--- config.mk ---
export PLATFORM = sky130hd
export DESIGN_NAME = load_store_multiple_sequencer
export DESIGN_NICKNAME = d
export VERILOG_FILES = /design/src/lsms_pkg.sv /design/src/load_store_multiple_sequencer.sv
export SDC_FILE = /design/constraint.sdc
export NUM_CORES = 1
export LEC_CHECK = 0
export BUFFER_PORTS_ARGS = -buffer_cell sky130_fd_sc_hd__buf_2
export CORE_MARGIN = 3
export CORE_UTILIZATION = 53
export CTS_CLUSTER_SIZE = 12
export DETAILED_ROUTE_END_ITERATION = 12
export PLACE_DENSITY = 0.78
export SETUP_SLACK_MARGIN = 0.05
export SLEW_MARGIN = 20
export SYNTH_ARGS = -nofsm -noshare
export SYNTH_HDL_FRONTEND = slang
export SYNTH_SLANG_ARGS = --single-unit
--- constraint.sdc ---
create_clock -name clk -period 4.1 [get_ports clk]
set_input_delay 0.41 -clock clk [delete_from_list [all_inputs] [get_ports clk]]
set_output_delay 0.41 -clock clk [all_outputs]
set_load 0.03 [all_outputs]
--- src/lsms_pkg.sv ---
package lsms_pkg;

  // Sequencer states
  typedef enum logic {
    ST_IDLE,
    ST_RUN
  } lsms_state_t;

  // Operation kinds carried on the result channel
  typedef logic [2:0] op_kind_t;
  localparam op_kind_t K_LOAD    = 3'd0;
  localparam op_kind_t K_STORE   = 3'd1;
  localparam op_kind_t K_WB      = 3'd2;
  localparam op_kind_t K_LOADPC  = 3'd3;
  localparam op_kind_t K_STOREPC = 3'd4;
  localparam op_kind_t K_NONE    = 3'd5;

  // Branch hints on a load of the pc
  typedef logic [1:0] hint_t;
  localparam hint_t HINT_NONE = 2'd0;
  localparam hint_t HINT_RSB  = 2'd1;
  localparam hint_t HINT_FAST = 2'd2;

  localparam logic [3:0]  SP_REG    = 4'd13;
  localparam logic [3:0]  PC_REG    = 4'd15;
  localparam logic [31:0] WORD_STEP = 32'd4;

  localparam int IN_TDATA_W  = 120;
  localparam int OUT_TDATA_W = 72;

endpackage

--- src/load_store_multiple_sequencer.sv ---
// Load/store-multiple sequencer. Takes one LDM/STM instruction per input item
// and emits its operations, one result item per cycle while the receiver keeps
// up. The low registers set in the list come first, in ascending order; their
// addresses start at the first address of the item, step by 4 and wrap at 2^32.
// Then comes the base writeback: for a load only when the base is not in the
// list, for a store whenever writeback is set. Then comes the r15 transfer,
// which takes the next address of the run. A load of r15 sets block_end and a
// hint: return-stack pop when the base is r13, fast dispatch otherwise. An
// instruction that causes nothing emits a single none item. tlast marks the
// final item of each run. An instruction is captured in the idle state and
// causes at least one and at most 17 operations. The single priority encoder
// and address adder pick and place one register per cycle. The input is not
// ready while a run is in progress. The output register lets the next
// instruction be captured while the final item of the previous one still waits.
module load_store_multiple_sequencer #(
  parameter int LOW_REG_COUNT = 15   // registers 0..LOW_REG_COUNT-1 transferred, 8 to 15
) (
  input  logic                             clk,
  input  logic                             rst_n,
  input  logic                             in_tvalid,
  output logic                             in_tready,
  // base_reg[3:0], reg_list[19:4], first_addr[51:20],
  // wb_value[83:52], pc_value[115:84], zero pad[119:116]
  input  logic [lsms_pkg::IN_TDATA_W-1:0]  in_tdata,
  // mode[0], writeback[1]
  input  logic [1:0]                       in_tuser,
  output logic                             out_tvalid,
  input  logic                             out_tready,
  // reg_index[3:0], address[35:4], value[67:36], block_end[68], hint[70:69],
  // zero pad[71]
  output logic [lsms_pkg::OUT_TDATA_W-1:0] out_tdata,
  // op_kind[2:0]
  output logic [2:0]                       out_tuser,
  output logic                             out_tlast
);
  import lsms_pkg::*;

  localparam int RW = LOW_REG_COUNT;

  // Sequencer state
  lsms_state_t    state_r, state_nxt;
  logic [RW-1:0]  rem_r, rem_nxt;        // low registers still to transfer
  logic           wb_pend_r, wb_pend_nxt;
  logic           pc_pend_r, pc_pend_nxt;
  logic           store_r, store_nxt;
  logic [3:0]     base_r, base_nxt;
  logic [31:0]    addr_r, addr_nxt;
  logic [31:0]    wbaddr_r, wbaddr_nxt;
  logic [31:0]    pc_r, pc_nxt;

  // Output register
  logic           ovld_r, ovld_nxt;
  op_kind_t       okind_r, okind_nxt;
  logic [3:0]     oreg_r, oreg_nxt;
  logic [31:0]    oaddr_r, oaddr_nxt;
  logic [31:0]    oval_r, oval_nxt;
  logic           obend_r, obend_nxt;
  hint_t          ohint_r, ohint_nxt;
  logic           olast_r, olast_nxt;

  // Step logic
  logic           slot_free;
  logic [3:0]     low_idx;
  logic [RW-1:0]  rem_clr;
  logic [15:0]    in_list;

  assign slot_free = !ovld_r || out_tready;
  assign rem_clr   = rem_r & (rem_r - {{(RW-1){1'b0}}, 1'b1});
  assign in_list   = in_tdata[19:4];

  // Lowest set register of those remaining
  always_comb begin
    low_idx = 4'd0;
    for (int i = RW - 1; i >= 0; i--) begin
      if (rem_r[i]) begin
        low_idx = 4'(i);
      end
    end
  end

  always_comb begin
    state_nxt   = state_r;
    rem_nxt     = rem_r;
    wb_pend_nxt = wb_pend_r;
    pc_pend_nxt = pc_pend_r;
    store_nxt   = store_r;
    base_nxt    = base_r;
    addr_nxt    = addr_r;
    wbaddr_nxt  = wbaddr_r;
    pc_nxt      = pc_r;
    ovld_nxt    = ovld_r && !out_tready;
    okind_nxt   = okind_r;
    oreg_nxt    = oreg_r;
    oaddr_nxt   = oaddr_r;
    oval_nxt    = oval_r;
    obend_nxt   = obend_r;
    ohint_nxt   = ohint_r;
    olast_nxt   = olast_r;
    in_tready   = 1'b0;

    unique case (state_r)
      ST_IDLE: begin
        in_tready = 1'b1;
        if (in_tvalid) begin
          store_nxt   = in_tuser[0];
          base_nxt    = in_tdata[3:0];
          rem_nxt     = in_list[RW-1:0];
          wb_pend_nxt = in_tuser[1] && (in_tuser[0] || !in_list[in_tdata[3:0]]);
          pc_pend_nxt = in_list[15];
          addr_nxt    = in_tdata[51:20];
          wbaddr_nxt  = in_tdata[83:52];
          pc_nxt      = in_tdata[115:84];
          state_nxt   = ST_RUN;
        end
      end
      ST_RUN: begin
        if (slot_free) begin
          ovld_nxt  = 1'b1;
          oaddr_nxt = 32'd0;
          oval_nxt  = 32'd0;
          obend_nxt = 1'b0;
          ohint_nxt = HINT_NONE;
          if (rem_r != '0) begin
            okind_nxt = store_r ? K_STORE : K_LOAD;
            oreg_nxt  = low_idx;
            oaddr_nxt = addr_r;
            olast_nxt = (rem_clr == '0) && !wb_pend_r && !pc_pend_r;
            rem_nxt   = rem_clr;
            addr_nxt  = addr_r + WORD_STEP;
          end else if (wb_pend_r) begin
            okind_nxt   = K_WB;
            oreg_nxt    = base_r;
            oval_nxt    = wbaddr_r;
            olast_nxt   = !pc_pend_r;
            wb_pend_nxt = 1'b0;
          end else if (pc_pend_r) begin
            oreg_nxt    = PC_REG;
            oaddr_nxt   = addr_r;
            olast_nxt   = 1'b1;
            pc_pend_nxt = 1'b0;
            if (store_r) begin
              okind_nxt = K_STOREPC;
              oval_nxt  = pc_r;
            end else begin
              okind_nxt = K_LOADPC;
              obend_nxt = 1'b1;
              ohint_nxt = (base_r == SP_REG) ? HINT_RSB : HINT_FAST;
            end
          end else begin
            // nothing to do at all: a single none item
            okind_nxt = K_NONE;
            oreg_nxt  = 4'd0;
            olast_nxt = 1'b1;
          end
          if (olast_nxt) begin
            state_nxt = ST_IDLE;
          end
        end
      end
      default: state_nxt = ST_IDLE;
    endcase
  end

  always_ff @(posedge clk) begin
    if (!rst_n) begin
      state_r   <= ST_IDLE;
      ovld_r    <= 1'b0;
      rem_r     <= '0;
      wb_pend_r <= 1'b0;
      pc_pend_r <= 1'b0;
    end else begin
      state_r   <= state_nxt;
      ovld_r    <= ovld_nxt;
      rem_r     <= rem_nxt;
      wb_pend_r <= wb_pend_nxt;
      pc_pend_r <= pc_pend_nxt;
    end
  end

  always_ff @(posedge clk) begin
    store_r  <= store_nxt;
    base_r   <= base_nxt;
    addr_r   <= addr_nxt;
    wbaddr_r <= wbaddr_nxt;
    pc_r     <= pc_nxt;
    okind_r  <= okind_nxt;
    oreg_r   <= oreg_nxt;
    oaddr_r  <= oaddr_nxt;
    oval_r   <= oval_nxt;
    obend_r  <= obend_nxt;
    ohint_r  <= ohint_nxt;
    olast_r  <= olast_nxt;
  end

  assign out_tvalid = ovld_r;
  assign out_tdata  = {1'b0, ohint_r, obend_r, oval_r, oaddr_r, oreg_r};
  assign out_tuser  = okind_r;
  assign out_tlast  = olast_r;

  // An accepted instruction always starts a run
  a_accept_runs: assert property (@(posedge clk) disable iff (!rst_n)
    (in_tvalid && in_tready) |=> (state_r == ST_RUN))
    else $error("accepted item did not start a run");

  // Emitting the final item of a run returns to idle
  a_last_ends_run: assert property (@(posedge clk) disable iff (!rst_n)
    (state_r == ST_RUN && slot_free && olast_nxt) |=> (state_r == ST_IDLE))
    else $error("run did not end after its final item");

  // The remaining list only loses bits within a run
  a_rem_shrinks: assert property (@(posedge clk) disable iff (!rst_n)
    (state_r == ST_RUN && $past(state_r) == ST_RUN) |-> ((rem_r & ~$past(rem_r)) == '0))
    else $error("register list gained bits mid-run");

  // block_end goes with a load of the pc, and a hint only with block_end
  a_bend_kind: assert property (@(posedge clk) disable iff (!rst_n)
    ovld_r |-> ((obend_r == (okind_r == K_LOADPC)) && (obend_r || ohint_r == HINT_NONE)))
    else $error("block_end or hint on the wrong item");

  // A none item only ever stands alone
  a_none_last: assert property (@(posedge clk) disable iff (!rst_n)
    (ovld_r && okind_r == K_NONE) |-> olast_r)
    else $error("none item not marked last");

endmodule

==> key figures <==
Layout
  • Area of the multi-input gates: 2320 um^2
  • Proportion of layout cells with a drive suffix above 1: 31.23%
  • Total area of sequential cells: 5667 um^2
  • Filler cell count: 1092
  • Core Util, Final: 66.50%
  • NumNets Final: 937
  • Antenna Diode Count: 0
  • Area grow syn2layout: 20.30%

Power and ir drop
  • Power density cells: 513.0 nW/um^2
  • Static Leakage: 0.003687 uW
  • Fraction of power spent switching nets: 29.79%
  • Int Pwr: 3560 uW
  • Sequential share of power: 50.9%
  • VDD IR max: 0.2939 mV
  • Relative contribution of the clock network to total power: 31.9%
  • Overall power consumption: 5071 uW
  • Sw Pwr: 1511 uW
  • Share of power burned in combinational logic: 17.2%

Synthesis
  • Register bit count reported by yosys: 195
  • Number of standard cells after synthesis: 628
  • Fraction of registers with async set/reset: 0%
  • Mapped cell area: 8217 um^2
  • Per-instance average area after synthesis: 13.08 um^2
  • Synth Net Count: 755
  • Library cells used by synthesis: 61
  • Sequential cell area fraction in the yosys report: 68.95%
  • Number of flops mapped to enable cells by yosys: 176
  • Most frequently used flop master after synthesis: sky130_fd_sc_hd__edfxtp_1
  • Warnings, synthesis: 0

Placed design
  • RePlAce Congestion: 0.8789
  • Worst slack at placement: 1023 ps
  • DPL Wire Length: 12230 um
  • I/O Buffers: 198

Clocking
  • Post-CTS setup buffer count: 0
  • Clock latency of the later-clocked register in the worst-skew pair: 440 ps
  • Number of H-tree levels: 4
  • Max Root-Sink Buffers: 2
  • Post_cts resized: 0
  • Clock sink count: 195
  • Clock tree from TritonCTS: done
  • TritonCTS Buffers: 17
  • Master cell of the clock root buffer: sky130_fd_sc_hd__clkbuf_16
  • Clock transition at the registers of the reported paths: 80 ps
  • Hold_buf cts: 0

Worst setup path
  • Crit path arrival time: 3410 ps
  • Reg-to-reg slack, setup: 1020 ps
  • Worst setup SP type: register
  • Data required time at the worst endpoint: 4430 ps
  • CP Capture Type: register
  • Slowest stage cell, crit path: sky130_fd_sc_hd__or4_4
  • Count of buffering cells on the critical path with inverters included: 1
  • Critical path class: reg2reg
  • Critical path's largest stage delay: 710 ps
  • CP delay by family, top: simple AND/OR/NAND/NOR gates
  • Crit path max fanout: 41
  • Chain of cells forming the critical path: nor4_2 > nand3_2 > or4_4 > a21oi_4 > inv_2 > o211a_1

Timing
  • Number of slew-limit violations in the final report: 0
  • Worst slew slack as a fraction of its limit: 30.24%
  • Least setup slack across all paths after layout: 1020 ps
  • Clock skew: 11.61 ps
  • Clock period minus final worst setup slack: 3080 ps
  • Slew @ Worst Pin: 1046 ps
  • Unrepaired setup endpoints after global routing: false
  • F_max: 324.7 MHz
  • Fin crit share: 75.11%
  • Setup_tns: 0 ps
  • # setup viols final: 0
  • Final hold viol count: 0

Die
  • Width of the die: 130.5 um
  • Top-Level Pins: 204
  • Row count: 44
  • Initial standard-cell utilization of the core: 55.28%
  • Core ar.: 14860 um^2
  • Y dimension of the die: 130.5 um
  • Die area: 17030 um^2

Detailed routing
  • Average wire per standard cell: 17.96 um
  • Number of antenna-violating nets in the routed design: 0
  • Drt pass-1 iters: 5
  • Number of violations reported at the end of detailed-routing iteration 0: 594
  • Via count: 5663
  • Drt via density: 5.624
  • DRT Wirelength: 18090 um
  • DR DRC count: 0

Global routing
  • Initial antenna violation count: 0
  • Pin count of the biggest net entering global routing: 86
  • Number of global-route vias before repair: 5517
  • GRT Total Usage: 21.09%
  • Congestion Overflow GR: 0
  • Global-route wire length before repair: 27770 um

Flow run
  • Max Cap Viol: 0

Min path
  • Hold/Removal Path Class: in2reg

Outcome
  • Status: complete, no violations
==> cell usage after synthesis, types with 2 or more instances <==
cell type | instances | share of area, %
sky130_fd_sc_hd__xor2_1 | 16 | 1.7
sky130_fd_sc_hd__o21ai_2 | 2 | 0.21
sky130_fd_sc_hd__and4_1 | 3 | 0.32
sky130_fd_sc_hd__nor4_2 | 2 | 0.30
sky130_fd_sc_hd__o21a_1 | 3 | 0.27
sky130_fd_sc_hd__dfxtp_1 | 19 | 4.6
sky130_fd_sc_hd__nand4_1 | 7 | 0.53
sky130_fd_sc_hd__o21ai_0 | 7 | 0.43
sky130_fd_sc_hd__buf_2 | 7 | 0.43
sky130_fd_sc_hd__nand2_1 | 35 | 1.6
sky130_fd_sc_hd__buf_6 | 2 | 0.27
sky130_fd_sc_hd__a211oi_1 | 3 | 0.27
sky130_fd_sc_hd__buf_4 | 3 | 0.27
sky130_fd_sc_hd__nand3_1 | 15 | 0.91
sky130_fd_sc_hd__nor2_1 | 83 | 3.8
sky130_fd_sc_hd__a2111oi_0 | 2 | 0.21
sky130_fd_sc_hd__inv_1 | 11 | 0.50
sky130_fd_sc_hd__xnor2_1 | 12 | 1.3
sky130_fd_sc_hd__and2_1 | 6 | 0.46
sky130_fd_sc_hd__clkbuf_1 | 28 | 1.3
sky130_fd_sc_hd__a31oi_1 | 2 | 0.15
sky130_fd_sc_hd__nor2b_1 | 34 | 2.6
sky130_fd_sc_hd__o211ai_1 | 2 | 0.18
sky130_fd_sc_hd__and3_1 | 8 | 0.61
sky130_fd_sc_hd__edfxtp_1 | 176 | 64
sky130_fd_sc_hd__a22oi_1 | 32 | 2.9
sky130_fd_sc_hd__or3_1 | 2 | 0.15
sky130_fd_sc_hd__a21oi_1 | 42 | 2.6
sky130_fd_sc_hd__a21boi_1 | 6 | 0.55
sky130_fd_sc_hd__nor3_1 | 10 | 0.61
sky130_fd_sc_hd__nor4_1 | 2 | 0.15
sky130_fd_sc_hd__a32oi_1 | 2 | 0.21
sky130_fd_sc_hd__mux4_2 | 5 | 1.4
sky130_fd_sc_hd__o31ai_1 | 4 | 0.37
sky130_fd_sc_hd__o21ai_1 | 8 | 0.49
sky130_fd_sc_hd__nand2b_1 | 2 | 0.15
==> worst reg2reg max path, cell delays in order (launching register included) <==
cell,delay (ps)
sky130_fd_sc_hd__dfxtp_1,410
sky130_fd_sc_hd__nor4_2,450
sky130_fd_sc_hd__nand3_2,230
sky130_fd_sc_hd__or4_4,710
sky130_fd_sc_hd__a21oi_4,450
sky130_fd_sc_hd__inv_2,400
sky130_fd_sc_hd__o211a_1,330
==> stage by stage <==
step           cells  hold slack [ps]  cell area [um^2]
3_5_place_dp     975            515.8              9300
2_1_floorplan    628            500.1              8217
3_3_place_gp     975            507.7              9300
6_report        1007            142.9              9884
5_1_grt         1007            122.8              9884
4_1_cts         1007            128.3              9884
==> registers in the layout (all words and copies together), names as in the netlist <==
signal	flops
wbaddr_r	32
rem_r	15
pc_pend_r	1
oaddr_r	32
out_tuser	3
oval_r	32
addr_r	32
oreg_r	4
ohint_r	2
state_r	1
out_tvalid	1
wb_pend_r	1
out_tlast	1
obend_r	1
store_r	1
pc_r	32
base_r	4
==> cells by family after synthesis <==
| kind of cell | after synthesis | share of synthesized area [%] |
|---|---|---|
| and+or+nand+nor | 215 | 13.05 |
| buffers and inverters | 53 | 2.847 |
| muxes | 6 | 1.508 |
| xor gates and xnor gates | 28 | 2.985 |
| other | 1 | 0.04564 |
| DFF | 195 | 68.95 |
| AOI/OAI and AO/OA | 128 | 10.34 |
| adders and majority gates | 2 | 0.2741 |
==> worst paths after layout <==
kind,cells past startpoint,from,endpoint
worst max-delay path,6,rem_r[4],rem_r[13]
worst min-delay path,1,in_tdata[70],wbaddr_r[18]
worst max register to register,6,rem_r[4],rem_r[13]
worst min register to register,2,out_tvalid,out_tvalid
==> final cells by class <==
class | instances | area share (%)
Sequential cell | 195 | 57.33
Multi-Input combinational cell | 380 | 23.47
Timing Repair Buffer | 204 | 10.48
Clock buffer | 17 | 4.304
Tap cell | 184 | 2.329
Clock inverter | 15 | 1.608
Inverter | 12 | 0.4810
==> cell usage in the layout (no fill, tap or decap), types with 3 or more instances in the layout <==
cell	instances
sky130_fd_sc_hd__mux4_2	5
sky130_fd_sc_hd__xor2_1	16
sky130_fd_sc_hd__inv_8	6
sky130_fd_sc_hd__and2_1	6
sky130_fd_sc_hd__nand3_1	15
sky130_fd_sc_hd__inv_6	4
sky130_fd_sc_hd__o21a_1	3
sky130_fd_sc_hd__nand4_1	7
sky130_fd_sc_hd__buf_2	198
sky130_fd_sc_hd__nor3_1	10
sky130_fd_sc_hd__o21ai_1	8
sky130_fd_sc_hd__inv_1	9
sky130_fd_sc_hd__clkbuf_16	17
sky130_fd_sc_hd__and4_1	3
sky130_fd_sc_hd__a21boi_1	6
sky130_fd_sc_hd__nor2b_1	34
sky130_fd_sc_hd__o21ai_0	7
sky130_fd_sc_hd__dfxtp_1	18
sky130_fd_sc_hd__nor2_1	82
sky130_fd_sc_hd__buf_4	6
sky130_fd_sc_hd__o31ai_1	4
sky130_fd_sc_hd__a211oi_1	3
sky130_fd_sc_hd__and3_1	8
sky130_fd_sc_hd__a22oi_1	32
sky130_fd_sc_hd__edfxtp_1	176
sky130_fd_sc_hd__a21oi_1	42
sky130_fd_sc_hd__xnor2_1	12
sky130_fd_sc_hd__nand2_1	35
==> power groups by stage <==
stage / combinational (uW) / sequential (uW) / clock, uW
finish: 873 / 2580 / 1620
global route: 950 / 2610 / 1730
CTS: 878 / 2580 / 1640
detailed placement: 874 / 2620 / 0
global placement: 853 / 2610 / 0
floorplan: 447 / 2770 / 0
==> metal layers <==
metal | up-vias | wire (um) | track usage, %
li1 | 2695 | - | -
met5 | - | 0 | 0
met2 | 229 | 9436 | 36.03
met3 | 29 | 1213 | 5.000
met1 | 2710 | 7079 | 26.31
met4 | 0 | 361 | 7.743
Power figures use the tool's default switching activity.
